[src/rtl/oad_pkg.sv]
// ----------------------------------------------------------------------------
// oad_pkg
// Shared types and constants of the object identifier arc decoder.
// ----------------------------------------------------------------------------
package oad_pkg;

    // default arc width
    localparam int ARC_BITS_DEFAULT = 32;

    // octet layout
    localparam int CONT_BIT   = 7;
    localparam int GROUP_BITS = 7;

    // split of the first subidentifier
    localparam int FIRST_DIV   = 40;
    localparam int FIRST_CLAMP = 2;

    // width of the arc field of a result
    localparam int ARC_OUT_BITS = 32;

    // queue between front and back, depth is a power of two
    localparam int QUEUE_DEPTH = 4;
    localparam int PTR_W       = $clog2(QUEUE_DEPTH);
    localparam int CNT_W       = PTR_W + 1;

    // status codes of a result
    localparam logic [1:0] STATUS_OK    = 2'd0;
    localparam logic [1:0] STATUS_OVF   = 2'd1;
    localparam logic [1:0] STATUS_TRUNC = 2'd2;

    // what kind of record the front hands to the back
    typedef enum logic [1:0]
    {
        KIND_TRUNC,
        KIND_FIRST,
        KIND_NEXT
    } sub_kind_t;

    typedef struct packed
    {
        sub_kind_t kind;
        logic      ovf;
        logic      last;
    } sub_ctrl_t;

endpackage

[src/rtl/oad_if.sv]
// ----------------------------------------------------------------------------
// oad_in_if / oad_out_if
// Valid/ready channels for content octets and decoded arcs.
// ----------------------------------------------------------------------------
interface oad_in_if;
    logic       valid;
    logic       ready;
    logic [7:0] octet;
    logic       final_octet;

    modport source (output valid, output octet, output final_octet, input ready);
    modport sink (input valid, input octet, input final_octet, output ready);
endinterface

interface oad_out_if;
    logic        valid;
    logic        ready;
    logic [31:0] arc;
    logic        last_arc;
    logic [1:0]  status;

    modport source (output valid, output arc, output last_arc, output status, input ready);
    modport sink (input valid, input arc, input last_arc, input status, output ready);
endinterface

[src/rtl/oad_front.sv]
// ----------------------------------------------------------------------------
// oad_front
// Accumulates 7-bit groups and pushes one record per closed subidentifier or truncated identifier.
// ----------------------------------------------------------------------------
module oad_front
    import oad_pkg::*;
#(
    parameter int ARC_BITS = ARC_BITS_DEFAULT
)
(
    input  logic                clk,
    input  logic                rst_n,
    oad_in_if.sink              octets,
    input  logic                full,
    output logic                push,
    output sub_ctrl_t           push_ctrl,
    output logic [ARC_BITS-1:0] push_value
);

    logic [ARC_BITS-1:0] acc_reg;
    logic [ARC_BITS-1:0] acc_next;
    logic                ovf_reg;
    logic                ovf_next;
    logic                first_done_reg;
    logic                first_done_next;

    logic [ARC_BITS-1:0] acc_step;
    logic                ovf_step;
    logic                accept;
    logic                cont;

    assign octets.ready = !full;
    assign accept       = octets.valid && !full;
    assign cont         = octets.octet[CONT_BIT];

    // shift in one group, saturate once the top group is occupied
    always_comb
    begin
        acc_step = acc_reg;
        ovf_step = ovf_reg;
        if (!ovf_reg)
        begin
            if (acc_reg[ARC_BITS-1 -: GROUP_BITS] != '0)
            begin
                ovf_step = 1'b1;
                acc_step = '1;
            end
            else
            begin
                acc_step = {acc_reg[ARC_BITS-GROUP_BITS-1:0],
                            octets.octet[GROUP_BITS-1:0]};
            end
        end
    end

    // classify the octet and update state
    always_comb
    begin
        acc_next        = acc_reg;
        ovf_next        = ovf_reg;
        first_done_next = first_done_reg;
        push            = 1'b0;
        push_ctrl.kind  = KIND_NEXT;
        push_ctrl.ovf   = ovf_step;
        push_ctrl.last  = octets.final_octet;
        push_value      = acc_step;
        if (accept)
        begin
            if (cont && octets.final_octet)
            begin
                // identifier ends inside a subidentifier
                push            = 1'b1;
                push_ctrl.kind  = KIND_TRUNC;
                acc_next        = '0;
                ovf_next        = 1'b0;
                first_done_next = 1'b0;
            end
            else if (cont)
            begin
                acc_next = acc_step;
                ovf_next = ovf_step;
            end
            else
            begin
                push            = 1'b1;
                push_ctrl.kind  = first_done_reg ? KIND_NEXT : KIND_FIRST;
                acc_next        = '0;
                ovf_next        = 1'b0;
                first_done_next = !octets.final_octet;
            end
        end
    end

    always_ff @(posedge clk or negedge rst_n)
    begin
        if (!rst_n)
        begin
            acc_reg        <= '0;
            ovf_reg        <= 1'b0;
            first_done_reg <= 1'b0;
        end
        else
        begin
            acc_reg        <= acc_next;
            ovf_reg        <= ovf_next;
            first_done_reg <= first_done_next;
        end
    end

endmodule

[src/rtl/oad_queue.sv]
// ----------------------------------------------------------------------------
// oad_queue
// Small FIFO of subidentifier records between front and back.
// ----------------------------------------------------------------------------
module oad_queue
    import oad_pkg::*;
#(
    parameter int ARC_BITS = ARC_BITS_DEFAULT
)
(
    input  logic                clk,
    input  logic                rst_n,
    input  logic                push,
    input  sub_ctrl_t           push_ctrl,
    input  logic [ARC_BITS-1:0] push_value,
    input  logic                pop,
    output logic                full,
    output logic                head_valid,
    output sub_ctrl_t           head_ctrl,
    output logic [ARC_BITS-1:0] head_value
);

    sub_ctrl_t           ctrl_mem_reg  [QUEUE_DEPTH];
    logic [ARC_BITS-1:0] value_mem_reg [QUEUE_DEPTH];
    logic [PTR_W-1:0]    wr_ptr_reg;
    logic [PTR_W-1:0]    wr_ptr_next;
    logic [PTR_W-1:0]    rd_ptr_reg;
    logic [PTR_W-1:0]    rd_ptr_next;
    logic [CNT_W-1:0]    count_reg;
    logic [CNT_W-1:0]    count_next;
    logic                do_push;
    logic                do_pop;

    assign full       = (count_reg == CNT_W'(QUEUE_DEPTH));
    assign head_valid = (count_reg != '0);
    assign head_ctrl  = ctrl_mem_reg[rd_ptr_reg];
    assign head_value = value_mem_reg[rd_ptr_reg];
    assign do_push    = push && !full;
    assign do_pop     = pop && head_valid;

    // pointer and fill count update
    always_comb
    begin
        wr_ptr_next = do_push ? PTR_W'(wr_ptr_reg + 1'b1) : wr_ptr_reg;
        rd_ptr_next = do_pop ? PTR_W'(rd_ptr_reg + 1'b1) : rd_ptr_reg;
        count_next  = count_reg;
        if (do_push && !do_pop)
        begin
            count_next = CNT_W'(count_reg + 1'b1);
        end
        else if (do_pop && !do_push)
        begin
            count_next = CNT_W'(count_reg - 1'b1);
        end
    end

    always_ff @(posedge clk or negedge rst_n)
    begin
        if (!rst_n)
        begin
            wr_ptr_reg <= '0;
            rd_ptr_reg <= '0;
            count_reg  <= '0;
        end
        else
        begin
            wr_ptr_reg <= wr_ptr_next;
            rd_ptr_reg <= rd_ptr_next;
            count_reg  <= count_next;
        end
    end

    // storage write
    always_ff @(posedge clk)
    begin
        if (do_push)
        begin
            ctrl_mem_reg[wr_ptr_reg]  <= push_ctrl;
            value_mem_reg[wr_ptr_reg] <= push_value;
        end
    end

endmodule

[src/rtl/oad_back.sv]
// ----------------------------------------------------------------------------
// oad_back
// Turns queued records into arc results through an output register.
// ----------------------------------------------------------------------------
module oad_back
    import oad_pkg::*;
#(
    parameter int ARC_BITS = ARC_BITS_DEFAULT
)
(
    input  logic                clk,
    input  logic                rst_n,
    input  logic                head_valid,
    input  sub_ctrl_t           head_ctrl,
    input  logic [ARC_BITS-1:0] head_value,
    output logic                pop,
    oad_out_if.source           arcs
);

    logic                    out_valid_reg;
    logic                    out_valid_next;
    logic                    second_reg;
    logic                    second_next;
    logic [ARC_OUT_BITS-1:0] arc_reg;
    logic [ARC_OUT_BITS-1:0] arc_next;
    logic                    last_reg;
    logic                    last_next;
    logic [1:0]              status_reg;
    logic [1:0]              status_next;

    logic                    load;
    logic [1:0]              hi;
    logic [ARC_BITS-1:0]     lo;

    assign arcs.valid    = out_valid_reg;
    assign arcs.arc      = arc_reg;
    assign arcs.last_arc = last_reg;
    assign arcs.status   = status_reg;
    assign load          = !out_valid_reg || arcs.ready;

    // split of the first subidentifier into two arcs
    always_comb
    begin
        if (head_ctrl.ovf || head_value >= ARC_BITS'(2 * FIRST_DIV))
        begin
            hi = 2'(FIRST_CLAMP);
            lo = head_value - ARC_BITS'(2 * FIRST_DIV);
        end
        else if (head_value >= ARC_BITS'(FIRST_DIV))
        begin
            hi = 2'd1;
            lo = head_value - ARC_BITS'(FIRST_DIV);
        end
        else
        begin
            hi = 2'd0;
            lo = head_value;
        end
        if (head_ctrl.ovf)
        begin
            lo = '1;
        end
    end

    // result sequencing
    always_comb
    begin
        out_valid_next = out_valid_reg;
        second_next    = second_reg;
        arc_next       = arc_reg;
        last_next      = last_reg;
        status_next    = status_reg;
        pop            = 1'b0;
        if (load)
        begin
            out_valid_next = head_valid;
            if (head_valid)
            begin
                unique case (head_ctrl.kind)
                    KIND_TRUNC:
                    begin
                        arc_next    = '0;
                        last_next   = 1'b1;
                        status_next = STATUS_TRUNC;
                        pop         = 1'b1;
                    end
                    KIND_FIRST:
                    begin
                        if (!second_reg)
                        begin
                            arc_next    = ARC_OUT_BITS'(hi);
                            last_next   = 1'b0;
                            status_next = STATUS_OK;
                            second_next = 1'b1;
                        end
                        else
                        begin
                            arc_next    = ARC_OUT_BITS'(lo);
                            last_next   = head_ctrl.last;
                            status_next = head_ctrl.ovf ? STATUS_OVF : STATUS_OK;
                            second_next = 1'b0;
                            pop         = 1'b1;
                        end
                    end
                    default:
                    begin
                        arc_next    = ARC_OUT_BITS'(head_value);
                        last_next   = head_ctrl.last;
                        status_next = head_ctrl.ovf ? STATUS_OVF : STATUS_OK;
                        pop         = 1'b1;
                    end
                endcase
            end
        end
    end

    always_ff @(posedge clk or negedge rst_n)
    begin
        if (!rst_n)
        begin
            out_valid_reg <= 1'b0;
            second_reg    <= 1'b0;
        end
        else
        begin
            out_valid_reg <= out_valid_next;
            second_reg    <= second_next;
        end
    end

    // result payload
    always_ff @(posedge clk)
    begin
        arc_reg    <= arc_next;
        last_reg   <= last_next;
        status_reg <= status_next;
    end

endmodule

[src/rtl/oid_arc_decoder.sv]
// ----------------------------------------------------------------------------
// oid_arc_decoder
// Decoder of BER object identifier content octets into arcs.
// ----------------------------------------------------------------------------
// Takes content octets on octets and delivers arcs on arcs. The front
// accumulates each subidentifier with a single shift-in per octet, so the
// input side sustains one octet per clock while the queue is not full.
// Closed subidentifiers go into a four-entry queue; the back drains it
// through an output register, one arc per clock while arcs is ready. The
// first subidentifier of an identifier yields two arcs and is popped after
// the second. A closing octet's record goes to the queue storage, then to
// the output register. Arcs wider than ARC_BITS saturate with status 1; an
// identifier ending inside a subidentifier gives one arc 0 with status 2.
module oid_arc_decoder
    import oad_pkg::*;
#(
    parameter int ARC_BITS = ARC_BITS_DEFAULT
)
(
    input  logic      clk,
    input  logic      rst_n,
    oad_in_if.sink    octets,
    oad_out_if.source arcs
);

    logic                push;
    sub_ctrl_t           push_ctrl;
    logic [ARC_BITS-1:0] push_value;
    logic                pop;
    logic                full;
    logic                head_valid;
    sub_ctrl_t           head_ctrl;
    logic [ARC_BITS-1:0] head_value;

    // octet accumulation and classification
    oad_front #(.ARC_BITS(ARC_BITS)) u_front
    (
        .clk        (clk),
        .rst_n      (rst_n),
        .octets     (octets),
        .full       (full),
        .push       (push),
        .push_ctrl  (push_ctrl),
        .push_value (push_value)
    );

    // record queue
    oad_queue #(.ARC_BITS(ARC_BITS)) u_queue
    (
        .clk        (clk),
        .rst_n      (rst_n),
        .push       (push),
        .push_ctrl  (push_ctrl),
        .push_value (push_value),
        .pop        (pop),
        .full       (full),
        .head_valid (head_valid),
        .head_ctrl  (head_ctrl),
        .head_value (head_value)
    );

    // arc generation
    oad_back #(.ARC_BITS(ARC_BITS)) u_back
    (
        .clk        (clk),
        .rst_n      (rst_n),
        .head_valid (head_valid),
        .head_ctrl  (head_ctrl),
        .head_value (head_value),
        .pop        (pop),
        .arcs       (arcs)
    );

endmodule

[src/flat_wrapper.sv]
// flat-port wrapper written by rule: the top's interface ports become plain ports
module oid_arc_decoder_flat import oad_pkg::*;
#(
    parameter int ARC_BITS = ARC_BITS_DEFAULT
)
  (clk, rst_n, octets_valid, octets_octet, octets_final_octet, octets_ready, arcs_valid, arcs_arc, arcs_last_arc, arcs_status, arcs_ready);
  oad_in_if octets_i ();
  oad_out_if arcs_i ();
  input  logic clk;
  input  logic rst_n;
  input wire logic [$bits(octets_i.valid)-1:0] octets_valid;
  input wire logic [$bits(octets_i.octet)-1:0] octets_octet;
  input wire logic [$bits(octets_i.final_octet)-1:0] octets_final_octet;
  output wire logic [$bits(octets_i.ready)-1:0] octets_ready;
  output wire logic [$bits(arcs_i.valid)-1:0] arcs_valid;
  output wire logic [$bits(arcs_i.arc)-1:0] arcs_arc;
  output wire logic [$bits(arcs_i.last_arc)-1:0] arcs_last_arc;
  output wire logic [$bits(arcs_i.status)-1:0] arcs_status;
  input wire logic [$bits(arcs_i.ready)-1:0] arcs_ready;
  assign octets_i.valid = octets_valid;
  assign octets_i.octet = octets_octet;
  assign octets_i.final_octet = octets_final_octet;
  assign octets_ready = octets_i.ready;
  assign arcs_valid = arcs_i.valid;
  assign arcs_arc = arcs_i.arc;
  assign arcs_last_arc = arcs_i.last_arc;
  assign arcs_status = arcs_i.status;
  assign arcs_i.ready = arcs_ready;
  oid_arc_decoder #(.ARC_BITS(ARC_BITS)) u_core (.clk(clk), .rst_n(rst_n), .octets(octets_i), .arcs(arcs_i));
endmodule
[config.mk]
export PLATFORM = sky130hd
export DESIGN_NAME = oid_arc_decoder_flat
export DESIGN_NICKNAME = d
export VERILOG_FILES = /design/src/rtl/oad_pkg.sv /design/src/rtl/oad_if.sv /design/src/rtl/oad_front.sv /design/src/rtl/oad_queue.sv /design/src/rtl/oad_back.sv /design/src/rtl/oid_arc_decoder.sv /design/src/flat_wrapper.sv
export SDC_FILE = /design/constraint.sdc
export NUM_CORES = 1
export LEC_CHECK = 0
export BUFFER_PORTS_ARGS = -buffer_cell sky130_fd_sc_hd__buf_2
export CAP_MARGIN = 20
export CORE_MARGIN = 2
export CORE_UTILIZATION = 41
export DETAILED_ROUTE_END_ITERATION = 16
export HOLD_SLACK_MARGIN = 0.12
export MAX_ROUTING_LAYER = met4
export PLACE_DENSITY = 0.54
export RECOVER_POWER = 50
export SLEW_MARGIN = 10
export SYNTH_ARGS = -nofsm -noshare
export SYNTH_HDL_FRONTEND = slang
export SYNTH_SLANG_ARGS = --single-unit
[constraint.sdc]
create_clock -name clk -period 11.5 [get_ports clk]
set_input_delay 2.3 -clock clk [delete_from_list [all_inputs] [get_ports clk]]
set_output_delay 2.3 -clock clk [all_outputs]
set_load 0.01 [all_outputs]
==> results.toml <==
[cells_and_area]
area_growth_syn_to_layout_pct = 13.8
post_route_cells_drive_above_1_share = 0.177
finish.instance_area_um2 = 11300
layout.cells.most_common = "edfxtp_1"
final_util = 0.478
max_reg_flops = 128
finish.net_count = 799
final_cell_mix = "edfxtp_1 (179), inv_1 (79), o22ai_1 (65)"
antenna_cells_inserted = 0

[critical_path]
r2r_slack_ns = 4.80
worst_ep_required_time_ns = 11.76
timing.rr.start = "u_core.u_queue.rd_ptr_reg[0]"
critical_path_class = "reg2reg"
cp_max_fo = 39
timing.critical_path.arrival_ns = 6.96
sort_of_element_at_the_end_of_the_critical_path = "flip-flop"
crit_path_start_kind = "flip-flop"
setup.worst_path.start = "u_core.u_queue.rd_ptr_reg[0]"

[synth]
syn_area_per_cell_um2 = 13.7
synthDistinctLibCells = 63
synthArstFlopShare = 0.194
syn-instance-count = 722
synth_seq_cells = 222
synth_cell_area_um2 = 9920
syn_nets = 746
synth_ff_type = "edfxtp_1"
synth_area_leaders = "edfxtp_1 (54%), dfrtp_1 (11%), mux4_2 (7.7%), o22ai_1 (4.1%), inv_1 (3.0%)"
synth_sequential_area_ratio = 0.650
netlist.area_leader.share = 0.542
synth_edf_count = 179
yosys_warning_total = 0
cell_type_contributing_the_most_total_cell_area_after_synthesis = "edfxtp_1"

[clocking]
cts_tree = "yes"
cts_bufs_inserted = 25
clock_tree.root_cell = "clkbuf_16"
clk_path_buf_depth = 3
cts_setup_buffers = 0
ctsResizeCount = 0
tritoncts_num_sinks = 222
clk_pin_slew_worst_paths_ns = 0.06
cts.hold.buffers_added = 0
cts_htree_levels = 1
clock_insertion_delay_worst_skew_ns = 0.54

[floorplanning]
floorplan.initialDensity = 0.420
io-pin-count = 50
chip_width_um = 160
die_h_um = 160
core.rowCount = 56
fp.dieArea_um2 = 25500
core_area_um2 = 23600

[sta]
worst_hold_slack_ns = 0.502
rsz_0062_raised_after_global_routing = "no"
fmax_mhz = 149
finalSetupViolCount = 0
final-hold-violation-count = 0
setup-tns-final_ns = 0
slew-limit-headroom = -1.18
report.final.slew_viol_count = 149
worstMarginPinSlew_ns = 3.27
post-route-period-util = 0.583
final_worst_clock_skew_ns = 0.0125
timing.final.crit_period_ns = 6.70

[place]
detailed_placement_hpwl_um = 16300
globalplace.congestion = 0.944
port-buffer-count = 49
dp_area_um2 = 10500

[power_and_ir_drop]
static-leakage-power_nw = 4.01
irDropWorstVdd_uv = 125
cellPowerDensity_nw_per_um2 = 326

[global_route]
grt_antenna_before_repair = 0
grt_max_degree = 44
first_global_vias = 6436
global_route_wire_length_before_repair_um = 38700
grt_overflow_total = 0
grt_use_total = 0.203

[route]
antenna_left = 0
drc = 0
via_per_inst = 5.76
vias = 6400
detail_route.wl_per_cell_um = 22.4
drtPass1Iterations = 7
postRouteWirelength_um = 24900
first_iter_violations = 505

[min_path]
worst_hold_path_type = "reg2reg"
worstHoldStart = "u_core.u_queue.count_reg[2]"

[flow_run]
drv.max_cap_violation_count = 4

[status]
run_status = "finished, violations left"
violated_checks = "max-capacitance violations, max-slew violations"
kinds of logic (layout without fill, tap and decap cells):
logic type / Yosys count / in the layout / synth area share
AOI/OAI and AO/OA: 166 / 166 / 0.114
buffers and inverters: 117 / 188 / 0.0465
and+or+nand+nor: 152 / 152 / 0.0773
DFF: 222 / 222 / 0.650
xor gates and xnor gates: 12 / 12 / 0.0106
muxes: 42 / 42 / 0.0871
adders and majority gates: 11 / 11 / 0.0146
stage by stage:
step                worst slack (ns)  power (mW)  cells
finish                          4.80        3.69   1112
global route                    4.03        3.92   1112
CTS                             6.69        3.71   1110
detailed placement              6.70        2.93   1065
global placement                6.73        2.90   1065
floorplan                       5.83        2.42    722
routing by layer:
| metal | vias up | track usage | routed length (um) |
|---|---|---|---|
| met5 | - | - | 0 |
| met2 | 214 | 0.321 | 11800 |
| met4 | 0 | 0.0628 | 788 |
| met1 | 3223 | 0.275 | 11100 |
| li1 | 2912 | - | - |
| met3 | 51 | 0.0268 | 1190 |
power by group:
group,internal [mW],switching (mW),total (mW)
sequential,1.31,0.0944,1.40
combinational,0.503,1.01,1.51
clock,0.446,0.321,0.767
total,2.26,1.43,3.69
synthesized netlist by cell type (2+ instances only):
| library cell | count |
|---|---|
| a21oi_1 | 24 |
| mux4_2 | 34 |
| a211o_1 | 2 |
| o211ai_1 | 11 |
| a2111oi_2 | 2 |
| dfrtp_1 | 43 |
| o22a_1 | 2 |
| xor2_1 | 6 |
| xnor2_1 | 6 |
| or4_1 | 6 |
| ha_1 | 10 |
| nand4_1 | 3 |
| nand2b_1 | 3 |
| nor2b_1 | 4 |
| nand2_1 | 31 |
| o311ai_0 | 2 |
| nor4_1 | 15 |
| a41o_1 | 2 |
| a221oi_1 | 9 |
| o21ai_0 | 19 |
| mux2i_1 | 5 |
| and3_1 | 3 |
| clkbuf_1 | 27 |
| nand3_1 | 23 |
| o22ai_1 | 65 |
| buf_2 | 6 |
| nand3b_1 | 3 |
| and2_1 | 7 |
| a31oi_1 | 6 |
| buf_1 | 2 |
| edfxtp_1 | 179 |
| o21ai_1 | 2 |
| o31ai_1 | 2 |
| o2111ai_1 | 3 |
| inv_1 | 79 |
| mux2_2 | 2 |
| buf_4 | 2 |
| nor3_1 | 10 |
| nor2_1 | 38 |
final cells by class:
class,instances,area (um2)
Clock buffer,29,641
Tap cell,319,399
Inverter,79,297
Timing Repair Buffer,64,333
Multi-Input combinational cell,383,3030
Clock inverter,16,148
Sequential cell,222,6450
Fill cell,2131,12300
worst paths after layout:
kind,endpoint,cells after the start
max,u_core.u_back.arcs.arc[28],8
min,u_core.u_queue.count_reg[2],1
max reg2reg,u_core.u_back.arcs.arc[28],8
min reg2reg,u_core.u_queue.count_reg[2],1
max in group asynchronous,u_core.u_queue.rd_ptr_reg[0],2
min in group asynchronous,u_core.u_front.acc_reg[1],1
worst max-delay path, cell delays in order (launching register included):
cell and delay, ns:
dfrtp_2 0.34, clkbuf_1 2.30, mux4_2 0.84, or4_1 0.72, or3_4 0.43, o41ai_1 0.85
nor2_1 0.38, o311ai_0 0.42, nand3_1 0.13
Power figures use the tool's default switching activity.
